`src/i2c_ram_pkg.sv`:
```
`timescale 1ns / 1ps
`default_nettype none

package i2c_ram_pkg;

  localparam int unsigned TickCountWidth = 8;

  localparam int unsigned CfgIdxW  = 1;
  localparam int unsigned CfgDataW = 8;

  localparam logic [CfgIdxW-1:0] CfgDevAddr = 1'd0;
  localparam logic [CfgIdxW-1:0] CfgTpp     = 1'd1;

  localparam logic [6:0] DevAddrReset = 7'd104;
  localparam logic [7:0] TppReset     = 8'd4;

  localparam int unsigned StepW = 4;

  localparam logic [StepW-1:0] StepIdle    = 4'd0;
  localparam logic [StepW-1:0] StepStart   = 4'd1;
  localparam logic [StepW-1:0] StepAddrW   = 4'd2;
  localparam logic [StepW-1:0] StepReg     = 4'd3;
  localparam logic [StepW-1:0] StepData    = 4'd4;
  localparam logic [StepW-1:0] StepRestart = 4'd5;
  localparam logic [StepW-1:0] StepAddrR   = 4'd6;
  localparam logic [StepW-1:0] StepRead    = 4'd7;
  localparam logic [StepW-1:0] StepStop    = 4'd8;

  localparam logic OpWrite = 1'b0;
  localparam logic OpRead  = 1'b1;

  typedef struct packed {
    logic       scl_level;
    logic       sda_pull_low;
    logic       busy;
    logic       done;
    logic [7:0] read_data;
    logic       nack_seen;
  } result_t;

endpackage

`default_nettype wire

```
`src/i2c_register_access_master.sv`:
```
// channel  | direction | handshake              | payload
// ---------+-----------+------------------------+---------------------------------------------
// in       | input     | in_valid_i/in_stall_o   | request_valid, opcode, register_address,
//          |           |                        | write_data, sda_sample (one bus tick)
// out      | output    | out_valid_o/out_stall_i | scl_level, sda_pull_low, busy_res, done_res,
//          |           |                        | read_data, nack_seen (one per tick)
// cfg      | input     | cfg_valid_i/cfg_ready_o | cfg_index_i, cfg_data_i
//
// one tick per clock cycle while in_stall_o is low: the bus sequencer state and the result
// are computed in one combinational pass from the sequencer registers and the incoming tick.
// results sit in an output register backed by a one-entry skid register, so a tick is
// still taken while one result waits; in_stall_o rises only when both are full.
// reset (rst_ni low, asynchronous) puts the sequencer in idle and loads the register
// defaults: device address 104, four ticks per quarter phase.
`timescale 1ns / 1ps
`default_nettype none

module i2c_register_access_master #(
  parameter int unsigned TICK_COUNT_WIDTH = i2c_ram_pkg::TickCountWidth
) (
  input  wire                                clk_i,
  input  wire                                rst_ni,

  input  wire                                in_valid_i,
  output logic                               in_stall_o,
  input  wire                                request_valid_i,
  input  wire                                opcode_i,
  input  wire  [7:0]                         register_address_i,
  input  wire  [7:0]                         write_data_i,
  input  wire                                sda_sample_i,

  output logic                               out_valid_o,
  input  wire                                out_stall_i,
  output logic                               scl_level_o,
  output logic                               sda_pull_low_o,
  output logic                               busy_res_o,
  output logic                               done_res_o,
  output logic [7:0]                         read_data_o,
  output logic                               nack_seen_o,

  input  wire                                cfg_valid_i,
  output logic                               cfg_ready_o,
  input  wire  [i2c_ram_pkg::CfgIdxW-1:0]    cfg_index_i,
  input  wire  [i2c_ram_pkg::CfgDataW-1:0]   cfg_data_i
);

  localparam int unsigned TcW  = TICK_COUNT_WIDTH;
  // compare width covers both the counter and the 8-bit phase length, plus carry
  localparam int unsigned CmpW = ((TcW > 8) ? TcW : 8) + 1;

  // configuration registers
  logic [6:0] dev_addr_q;
  logic [7:0] tpp_q;

  // sequencer state
  logic [i2c_ram_pkg::StepW-1:0] step_q, step_d;
  logic [1:0]                    quarter_q, quarter_d;
  logic [3:0]                    bit_cnt_q, bit_cnt_d;
  logic [TcW-1:0]                tick_q, tick_d;
  logic [7:0]                    shift_q, shift_d;
  logic                          op_q, op_d;
  logic [7:0]                    reg_q, reg_d;
  logic [7:0]                    data_q, data_d;
  logic                          ack_fault_q, ack_fault_d;

  // output register and skid register
  logic                    out_valid_q, out_valid_d;
  logic                    skid_valid_q, skid_valid_d;
  i2c_ram_pkg::result_t    out_q, out_d;
  i2c_ram_pkg::result_t    skid_q, skid_d;
  i2c_ram_pkg::result_t    res;

  logic in_fire;
  logic out_fire;

  assign cfg_ready_o = 1'b1;
  assign in_stall_o  = skid_valid_q;
  assign in_fire     = in_valid_i & ~in_stall_o;
  assign out_fire    = out_valid_q & ~out_stall_i;

  // shift register contents on entry into a step
  function automatic logic [7:0] entry_shift(
    input logic [i2c_ram_pkg::StepW-1:0] target,
    input logic [6:0]                    dev,
    input logic [7:0]                    regaddr,
    input logic [7:0]                    wdata,
    input logic [7:0]                    cur
  );
    logic [7:0] val;
    begin
      case (target)
        i2c_ram_pkg::StepAddrW: val = {dev, 1'b0};
        i2c_ram_pkg::StepReg:   val = regaddr;
        i2c_ram_pkg::StepData:  val = wdata;
        i2c_ram_pkg::StepAddrR: val = {dev, 1'b1};
        i2c_ram_pkg::StepRead:  val = 8'd0;
        default:                val = cur;
      endcase
      return val;
    end
  endfunction

  // sequencer: advances by one tick for each accepted input transfer (in_fire)
  always_comb begin
    logic [i2c_ram_pkg::StepW-1:0] s;
    logic [i2c_ram_pkg::StepW-1:0] nxt;
    logic                          active;
    logic                          run;
    logic                          byte_step;
    logic                          phase_end;
    logic                          advance;
    logic [7:0]                    tpp;
    logic [CmpW-1:0]               tick_inc;

    step_d      = step_q;
    quarter_d   = quarter_q;
    bit_cnt_d   = bit_cnt_q;
    tick_d      = tick_q;
    shift_d     = shift_q;
    op_d        = op_q;
    reg_d       = reg_q;
    data_d      = data_q;
    ack_fault_d = ack_fault_q;

    res.scl_level    = 1'b1;
    res.sda_pull_low = 1'b0;
    res.busy         = 1'b0;
    res.done         = 1'b0;
    res.read_data    = 8'd0;
    res.nack_seen    = 1'b0;

    nxt       = i2c_ram_pkg::StepIdle;
    advance   = 1'b0;
    phase_end = 1'b0;
    tick_inc  = '0;
    tpp       = 8'd1;

    active = (step_q != i2c_ram_pkg::StepIdle) && (step_q <= i2c_ram_pkg::StepStop);
    s      = step_q;
    run    = active;

    if (!active) begin
      step_d = i2c_ram_pkg::StepIdle;
      if (request_valid_i) begin
        op_d        = opcode_i;
        reg_d       = register_address_i;
        data_d      = write_data_i;
        ack_fault_d = 1'b0;
        s           = i2c_ram_pkg::StepStart;
        step_d      = i2c_ram_pkg::StepStart;
        quarter_d   = 2'd0;
        bit_cnt_d   = 4'd0;
        tick_d      = '0;
        run         = 1'b1;
      end
    end

    byte_step = (s == i2c_ram_pkg::StepAddrW) || (s == i2c_ram_pkg::StepReg) ||
                (s == i2c_ram_pkg::StepData)  || (s == i2c_ram_pkg::StepAddrR) ||
                (s == i2c_ram_pkg::StepRead);

    if (run) begin
      res.busy = 1'b1;

      if ((s == i2c_ram_pkg::StepStart) || (s == i2c_ram_pkg::StepRestart)) begin
        res.scl_level    = (quarter_d == 2'd1) || (quarter_d == 2'd2);
        res.sda_pull_low = quarter_d[1];
      end else if (s == i2c_ram_pkg::StepStop) begin
        res.scl_level    = (quarter_d != 2'd0);
        res.sda_pull_low = ~quarter_d[1];
      end else begin
        res.scl_level = (quarter_d == 2'd1) || (quarter_d == 2'd2);
        if (!bit_cnt_d[3] && (s != i2c_ram_pkg::StepRead)) begin
          res.sda_pull_low = ~shift_d[7];
        end
        // slave bits and acknowledges are sampled on the first tick of quarter 2
        if ((quarter_d == 2'd2) && (tick_d == '0)) begin
          if (bit_cnt_d[3]) begin
            if ((s != i2c_ram_pkg::StepRead) && sda_sample_i) begin
              ack_fault_d = 1'b1;
            end
          end else if (s == i2c_ram_pkg::StepRead) begin
            shift_d = {shift_d[6:0], sda_sample_i};
          end
        end
      end

      tpp       = (tpp_q == 8'd0) ? 8'd1 : tpp_q;
      tick_inc  = CmpW'(tick_d) + CmpW'(1);
      phase_end = (tick_inc >= CmpW'(tpp)) || (&tick_d);

      if (!phase_end) begin
        tick_d = tick_d + TcW'(1);
      end else begin
        tick_d = '0;
        if (quarter_d != 2'd3) begin
          quarter_d = quarter_d + 2'd1;
        end else begin
          quarter_d = 2'd0;
          if (byte_step) begin
            if (!bit_cnt_d[3]) begin
              if (s != i2c_ram_pkg::StepRead) begin
                shift_d = {shift_d[6:0], 1'b0};
              end
              bit_cnt_d = bit_cnt_d + 4'd1;
            end else begin
              advance = 1'b1;
              case (s)
                i2c_ram_pkg::StepAddrW: nxt = i2c_ram_pkg::StepReg;
                i2c_ram_pkg::StepReg:   nxt = (op_d == i2c_ram_pkg::OpRead) ?
                                              i2c_ram_pkg::StepRestart :
                                              i2c_ram_pkg::StepData;
                i2c_ram_pkg::StepAddrR: nxt = i2c_ram_pkg::StepRead;
                default:                nxt = i2c_ram_pkg::StepStop;
              endcase
            end
          end else if (s == i2c_ram_pkg::StepStart) begin
            advance = 1'b1;
            nxt     = i2c_ram_pkg::StepAddrW;
          end else if (s == i2c_ram_pkg::StepRestart) begin
            advance = 1'b1;
            nxt     = i2c_ram_pkg::StepAddrR;
          end else begin
            res.done      = 1'b1;
            res.read_data = (op_d == i2c_ram_pkg::OpRead) ? shift_d : 8'd0;
            res.nack_seen = ack_fault_d;
            step_d        = i2c_ram_pkg::StepIdle;
            bit_cnt_d     = 4'd0;
          end
        end
      end

      if (advance) begin
        step_d    = nxt;
        bit_cnt_d = 4'd0;
        quarter_d = 2'd0;
        tick_d    = '0;
        shift_d   = entry_shift(nxt, dev_addr_q, reg_d, data_d, shift_d);
      end
    end
  end

  // output register with skid
  always_comb begin
    out_valid_d  = out_valid_q;
    skid_valid_d = skid_valid_q;
    out_d        = out_q;
    skid_d       = skid_q;
    if (out_fire || !out_valid_q) begin
      if (skid_valid_q) begin
        out_d        = skid_q;
        out_valid_d  = 1'b1;
        skid_valid_d = 1'b0;
      end else begin
        out_d       = res;
        out_valid_d = in_fire;
      end
    end else if (in_fire) begin
      skid_d       = res;
      skid_valid_d = 1'b1;
    end
  end

  always_ff @(posedge clk_i or negedge rst_ni) begin
    if (!rst_ni) begin
      dev_addr_q   <= i2c_ram_pkg::DevAddrReset;
      tpp_q        <= i2c_ram_pkg::TppReset;
      step_q       <= i2c_ram_pkg::StepIdle;
      quarter_q    <= 2'd0;
      bit_cnt_q    <= 4'd0;
      tick_q       <= '0;
      shift_q      <= 8'd0;
      op_q         <= 1'b0;
      reg_q        <= 8'd0;
      data_q       <= 8'd0;
      ack_fault_q  <= 1'b0;
      out_valid_q  <= 1'b0;
      skid_valid_q <= 1'b0;
    end else begin
      if (cfg_valid_i && cfg_ready_o) begin
        case (cfg_index_i)
          i2c_ram_pkg::CfgDevAddr: dev_addr_q <= cfg_data_i[6:0];
          i2c_ram_pkg::CfgTpp:     tpp_q      <= cfg_data_i[7:0];
          default: ;
        endcase
      end
      if (in_fire) begin
        step_q      <= step_d;
        quarter_q   <= quarter_d;
        bit_cnt_q   <= bit_cnt_d;
        tick_q      <= tick_d;
        shift_q     <= shift_d;
        op_q        <= op_d;
        reg_q       <= reg_d;
        data_q      <= data_d;
        ack_fault_q <= ack_fault_d;
      end
      out_valid_q  <= out_valid_d;
      skid_valid_q <= skid_valid_d;
    end
  end

  always_ff @(posedge clk_i) begin
    out_q  <= out_d;
    skid_q <= skid_d;
  end

  assign out_valid_o    = out_valid_q;
  assign scl_level_o    = out_q.scl_level;
  assign sda_pull_low_o = out_q.sda_pull_low;
  assign busy_res_o     = out_q.busy;
  assign done_res_o     = out_q.done;
  assign read_data_o    = out_q.read_data;
  assign nack_seen_o    = out_q.nack_seen;

  // skid entry only fills behind a held output
  a_skid_behind_out : assert property (@(posedge clk_i) disable iff (!rst_ni)
    skid_valid_q |-> out_valid_q)
    else $error("skid register valid without output register");

  // a finishing tick always belongs to a transaction
  a_done_busy : assert property (@(posedge clk_i) disable iff (!rst_ni)
    (out_valid_o && done_res_o) |-> busy_res_o)
    else $error("done without busy");

  // received data and nack only show on the done tick
  a_data_on_done : assert property (@(posedge clk_i) disable iff (!rst_ni)
    (out_valid_o && !done_res_o) |-> (read_data_o == 8'd0 && !nack_seen_o))
    else $error("read data or nack outside done tick");

  // while idle the bus lines stay released
  a_idle_released : assert property (@(posedge clk_i) disable iff (!rst_ni)
    (out_valid_o && !busy_res_o) |-> (scl_level_o && !sda_pull_low_o))
    else $error("bus driven while idle");

endmodule

`default_nettype wire

```
`config.mk`:
```
export PLATFORM = sky130hd
export DESIGN_NAME = i2c_register_access_master
export DESIGN_NICKNAME = d
export VERILOG_FILES = /design/src/i2c_ram_pkg.sv /design/src/i2c_register_access_master.sv
export SDC_FILE = /design/constraint.sdc
export NUM_CORES = 1
export LEC_CHECK = 0
export ABC_AREA = 1
export BUFFER_PORTS_ARGS = -buffer_cell sky130_fd_sc_hd__buf_2
export CAP_MARGIN = 30
export CORE_MARGIN = 1.5
export CORE_UTILIZATION = 25
export CTS_CLUSTER_DIAMETER = 120
export CTS_CLUSTER_SIZE = 24
export DETAILED_ROUTE_END_ITERATION = 6
export SLEW_MARGIN = 0
export SYNTH_ARGS = -nofsm -noshare
export SYNTH_HDL_FRONTEND = slang
export SYNTH_SLANG_ARGS = --single-unit
```
`constraint.sdc`:
```
create_clock -name clk_i -period 4.7 [get_ports clk_i]
set_input_delay 0.47 -clock clk_i [delete_from_list [all_inputs] [get_ports clk_i]]
set_output_delay 0.47 -clock clk_i [all_outputs]
set_load 0.05 [all_outputs]
```
# ---- Word level (Yosys, flattened, before mapping)
# Cells that the tools add are included.
dict set report op_classes {
  n_bitwise 8
  magnitude_cmp 2
  n_reduce_logical 24
  n_eq_ne 17
  mux 91
  add_sub_neg 4
}
# cell count
set ops {}
lappend ops {{2-to-1 mux 8 bit} 22}
lappend ops {{2-to-1 mux 4 bit} 25}
lappend ops {{2-to-1 mux 10 bit} 5}
lappend ops {{case mux 8 bit (5 select lines)} 1}
lappend ops {{== test 4 x 3 -> 1 bit, second input constant} 7}
lappend ops {{2-to-1 mux 13 bit} 2}
lappend ops {{2-to-1 mux 1 bit} 25}
lappend ops {{== test 4 x 2 -> 1 bit, second input constant} 4}
lappend ops {{zero test 8 bit} 2}
lappend ops {{2-to-1 mux 2 bit} 8}
lappend ops {{case mux 4 bit (3 select lines)} 1}
lappend ops {{adder 8 x 1 -> 9 bit, second input constant} 1}
lappend ops {{>= comparator 9 x 8 -> 1 bit} 1}
lappend ops {{adder 8 x 1 -> 8 bit, second input constant} 1}
lappend ops {{logical OR 1 bit} 8}
lappend ops {{AND reduction 2 bit} 4}
lappend ops {{AND reduction 8 bit} 1}
lappend ops {{2-to-1 mux 3 bit} 2}
lappend ops {{NOT 1 bit} 6}
lappend ops {{adder 4 x 1 -> 4 bit, second input constant} 1}
lappend ops {{== test 4 x 1 -> 1 bit, second input constant} 1}
lappend ops {{== test 4 bit, second input constant} 1}
lappend ops {{<= comparator 4 bit, second input constant} 1}
lappend ops {{logical AND 1 bit} 4}
lappend ops {{other kinds (9)} 12}
dict set report word_totals {
  wordCells 171
  input_bits 33
  out_inout_bits 16
  reg_bits 87
}

# ---- Longest topological paths before layout
dict set report logic_depth {
  depth_word 17
  ltp_mapped 26
  depth_no_buf 26
}

# ---- Worst setup path before layout
# No wires, ideal clock.
dict set report synth_path {
  path_kind {register to register}
  startpoint {register step_q[0] (netlist bit)}
  endpoint {register out_q (netlist bit read_data_o[0]), data pin}
  setup_slack_ns 1.299
  arrival_time_ns 3.148
  n_path_buf 2
  required_time_ns 4.446
  setup_ns 0.254
  stages_incl_launch_ff 23
  period_less_slack_ns 3.401
  path_cell_list {dfrtp_1 nor2_2 nand3_2 nand3_4 buf_6 clkbuf_1 nand2_1 ha_1 ha_1 nand2_1 nor2_1 nand2_1 nand3_1 nand2_1 nand2_1 a21oi_1 nand2_4 nand2_4 nor2_8 nand2_4 nor2_2 nor2_1 nor2_1}
}
# item line
set synth_rtl {}
lappend synth_rtl {{start: declaration} i2c_register_access_master.sv:56} ;# logic [i2c_ram_pkg::StepW-1:0] step_q, step_d;
lappend synth_rtl {{start signal: assignment} i2c_register_access_master.sv:268} ;# step_q <= i2c_ram_pkg::StepIdle;
lappend synth_rtl {{start signal: assignment} i2c_register_access_master.sv:288} ;# step_q <= step_d;
lappend synth_rtl {{end signal: assignment} i2c_register_access_master.sv:304} ;# out_q <= out_d;
lappend synth_rtl {{end: declaration} i2c_register_access_master.sv:69} ;# i2c_ram_pkg::result_t out_q, out_d;

==> metrics <==
status completed; hold crit path type in -> async; slew of the pin with the lowest slew margin 0.8391 ns; DRT Wirelength between 10000 and 15000 um; Setup crit end kind flop; Clock transition at path regs ~0.070 ns; crit path launch type flop; Final Hold Vio Count 0; Seq/Total Area, Yosys 43.83%; die height 148.3 um; number of buffers created by CTS 9; post_cts resized 0; GRT Total Usage 12.92%; Yosys reg bits 87; Antenna Nets Post-Route 0; PnR worst setup slack 0.7539 ns; Max FO, Critical Path 32; met2 usage 19.91%; GP Congestion 0.8733; max-capacitance violation count 0; sum of negative setup slack 0 ns; fmax 0.2534 GHz; switching fraction of total power 41.44%; commonest cells after routing, fill and taps aside nand2_1 (236), inv_1 (87), o21ai_0 (79), dfrtp_1 (57); P_int 1.815 mW; n_diodes 0; max-slew violations 0; worst setup path category reg -> reg; Synthesis Warnings 0; # DRC 0; Power Density 507.6 nW/um^2; root buf cell clkbuf_16; RSZ-0062 raised after global routing no; cts hold-fix bufs 0; first-pass GRT wire length 22410 um; leakage 3.063 nW; nets 790; Layout area overhead 15.77%; Port Buf Inserts 47; asr flop ratio synth 70.11%; Core Area 20490 um^2; largest net degree at the start of global routing 62; initial antenna violation count 0; TritonRoute pass-1 iters 5; clk_lat worst skew 0.35 ns; Distinct cells, synth 48; Psw ~1.3 mW; Syn Inst Count 702; Place WS 0.8198 ns; sequential cell fraction of total power 35.9%; Syn Nets 748; clock power share between 20% and 30%; DRC marker count from the first detailed-route iteration 354; total number of vias 4625; DR WL/cell 13.33 um; post-synthesis area per instance ~7.5 um^2; filler cell count 2219; vias per inst 4.539; vias in the first global route 4290; main flop type after synthesis dfrtp_1; met3 global-route usage 2.730%; max_slew headroom 44.06%; # IOs 49; Critical Path AT just over 4 ns; Post-synth EDFFs 26; met1 Usage GRT a little under a fifth; Worst VDD drop 223.1 uV; Clock Tree Buf Depth 2; row count between 50 and 60; Gate power share 39.2%; CTS tree yes; CP Data Required Time 4.80 ns; mapped cell area between 5000 and 6000 um^2; H-tree level count 3; GR peak layer met2; initial core utilization 25.74%; clock sink count just under 90; layout cells sized above 1 between 10% and 20%; Max Clock Skew between 0.01 and 0.015 ns; commonest non-fill, non-tap cell in the layout nand2_1; min Tclk post-route 3.946 ns; Die Wd 148.3 um; gr ovfl total 0; Finish-stage setup viols 0; Post-CTS Repair Setup Buffers 0; Detailed Place HPWL 9873 um; full die area 21980 um^2; Final period util 83.96%
[path summary, 6_finish.rpt]
path / start / to / slack (ns) / cells past startpoint
setup / recovery: step_q[0]$_DFFE_PN0P_ / read_data_o[0]$_DFFE_PN_ / 0.75 / 21
min in group clk_i: in_valid_i / out_valid_o$_DFFE_PN0N_ / 0.33 / 3
hold reg to reg: reg_q[4]$_DFFE_PN0P_ / reg_q[4]$_DFFE_PN0P_ / 0.48 / 2
hold / removal: rst_ni / reg_q[4]$_DFFE_PN0P_ / 0.29 / 2
setup reg to reg: step_q[0]$_DFFE_PN0P_ / read_data_o[0]$_DFFE_PN_ / 0.75 / 21
max in group asynchronous: rst_ni / out_valid_o$_DFFE_PN0N_ / 3.84 / 2
[power groups by stage]
| stage | Sequential, mW | Clock, mW | Combinational (mW) |
|---|---|---|---|
| detailed placement | 1.12 | 0 | 1.20 |
| CTS | 1.11 | 0.786 | 1.21 |
| floorplan | 1.16 | 0 | 0.872 |
| global route | 1.14 | 0.818 | 1.38 |
| finish | 1.11 | 0.773 | 1.21 |
| global placement | 1.12 | 0 | 1.19 |
[worst max-delay path, cell delays in order (launching register included)]
cell,delay (ns)
dfrtp_1,0.47
nor2_2,0.14
nand3_2,0.18
nand3_4,0.20
buf_4,0.34
nand2_1,0.13
ha_1,0.33
ha_1,0.29
nand2_1,0.06
nor2_1,0.05
nand2_1,0.05
nand3_1,0.07
nand2_1,0.07
nand2_1,0.05
a21oi_1,0.38
nand2_4,0.29
nand2_4,0.19
nor2_8,0.05
nand2_4,0.14
nor2_2,0.06
nor2_1,0.08
nor2_1,0.05
[flip-flops by register name (all words and copies together) (netlist names), 2 cells and up]
signal       flops
reg_q            8
bit_cnt_q        4
tpp_q            8
data_q           8
tick_q           8
read_data_o      8
shift_q          8
dev_addr_q       7
step_q           4
quarter_q        2
skid_q          13
[metrics by stage]
stage | power [mW] | hold slack [ns] | instance area (um^2) | util, % | cells
finish | 3.100 | 0.2857 | 6107 | 29.80 | 1019
global route | 3.335 | 0.3540 | 6107 | 29.80 | 1019
detailed placement | 2.328 | 0.4698 | 5788 | 28.24 | 1003
CTS | 3.111 | 0.3317 | 6107 | 29.80 | 1019
floorplan | 2.027 | 0.1744 | 5275 | - | 702
global placement | 2.316 | 0.4657 | 5781 | 28.21 | 1002
[cell type report]
cell class,instances,area [um^2],share of cell area [%]
clock buffers,12,267.8,4.384
clock inverters,4,51.30,0.8400
inverters,93,352.8,5.777
multi-input cells,501,2512,41.14
flip-flops and latches,87,2312,37.86
well taps,270,337.8,5.532
repair buffers,52,272.8,4.466
[kinds of logic (layout without fill, tap and decap cells)]
kind of cell	after synthesis	after routing	share of synthesized area [%]
AOI/OAI and AO/OA	115	115	12.52
xor gates and xnor gates	3	3	0.4982
adders and majority gates	13	13	3.084
buffers and inverters	114	161	8.539
DFF	87	87	43.83
other	1	1	0.07109
and+or+nand+nor	369	369	31.45
[cell usage after synthesis (3+ instances only)]
cell / count / share of area [%]
a21oi_1: 10 / 0.95
a21oi_2: 3 / 0.50
buf_2: 6 / 0.57
clkbuf_1: 13 / 0.93
dfrtp_1: 57 / 27
dfstp_2: 4 / 2.0
edfxtp_1: 26 / 15
ha_1: 13 / 3.1
inv_1: 87 / 6.2
inv_2: 3 / 0.21
nand2_1: 236 / 17
nand2_2: 3 / 0.36
nand2_4: 4 / 0.85
nand3_1: 24 / 2.3
nand4_1: 27 / 3.2
nor2_1: 47 / 3.3
nor2_2: 15 / 1.8
o21ai_0: 79 / 7.5
o22ai_1: 8 / 0.95
o31ai_1: 3 / 0.43
[per-layer routing]
layer	routed length [um]	vias to the layer above	share of wire, %
met4	169	0	1.2
met5	0	-	0
met1	6783	2137	50
met3	655	14	4.8
met2	5974	107	44
li1	-	2367	-
Power figures use the tool's default switching activity.
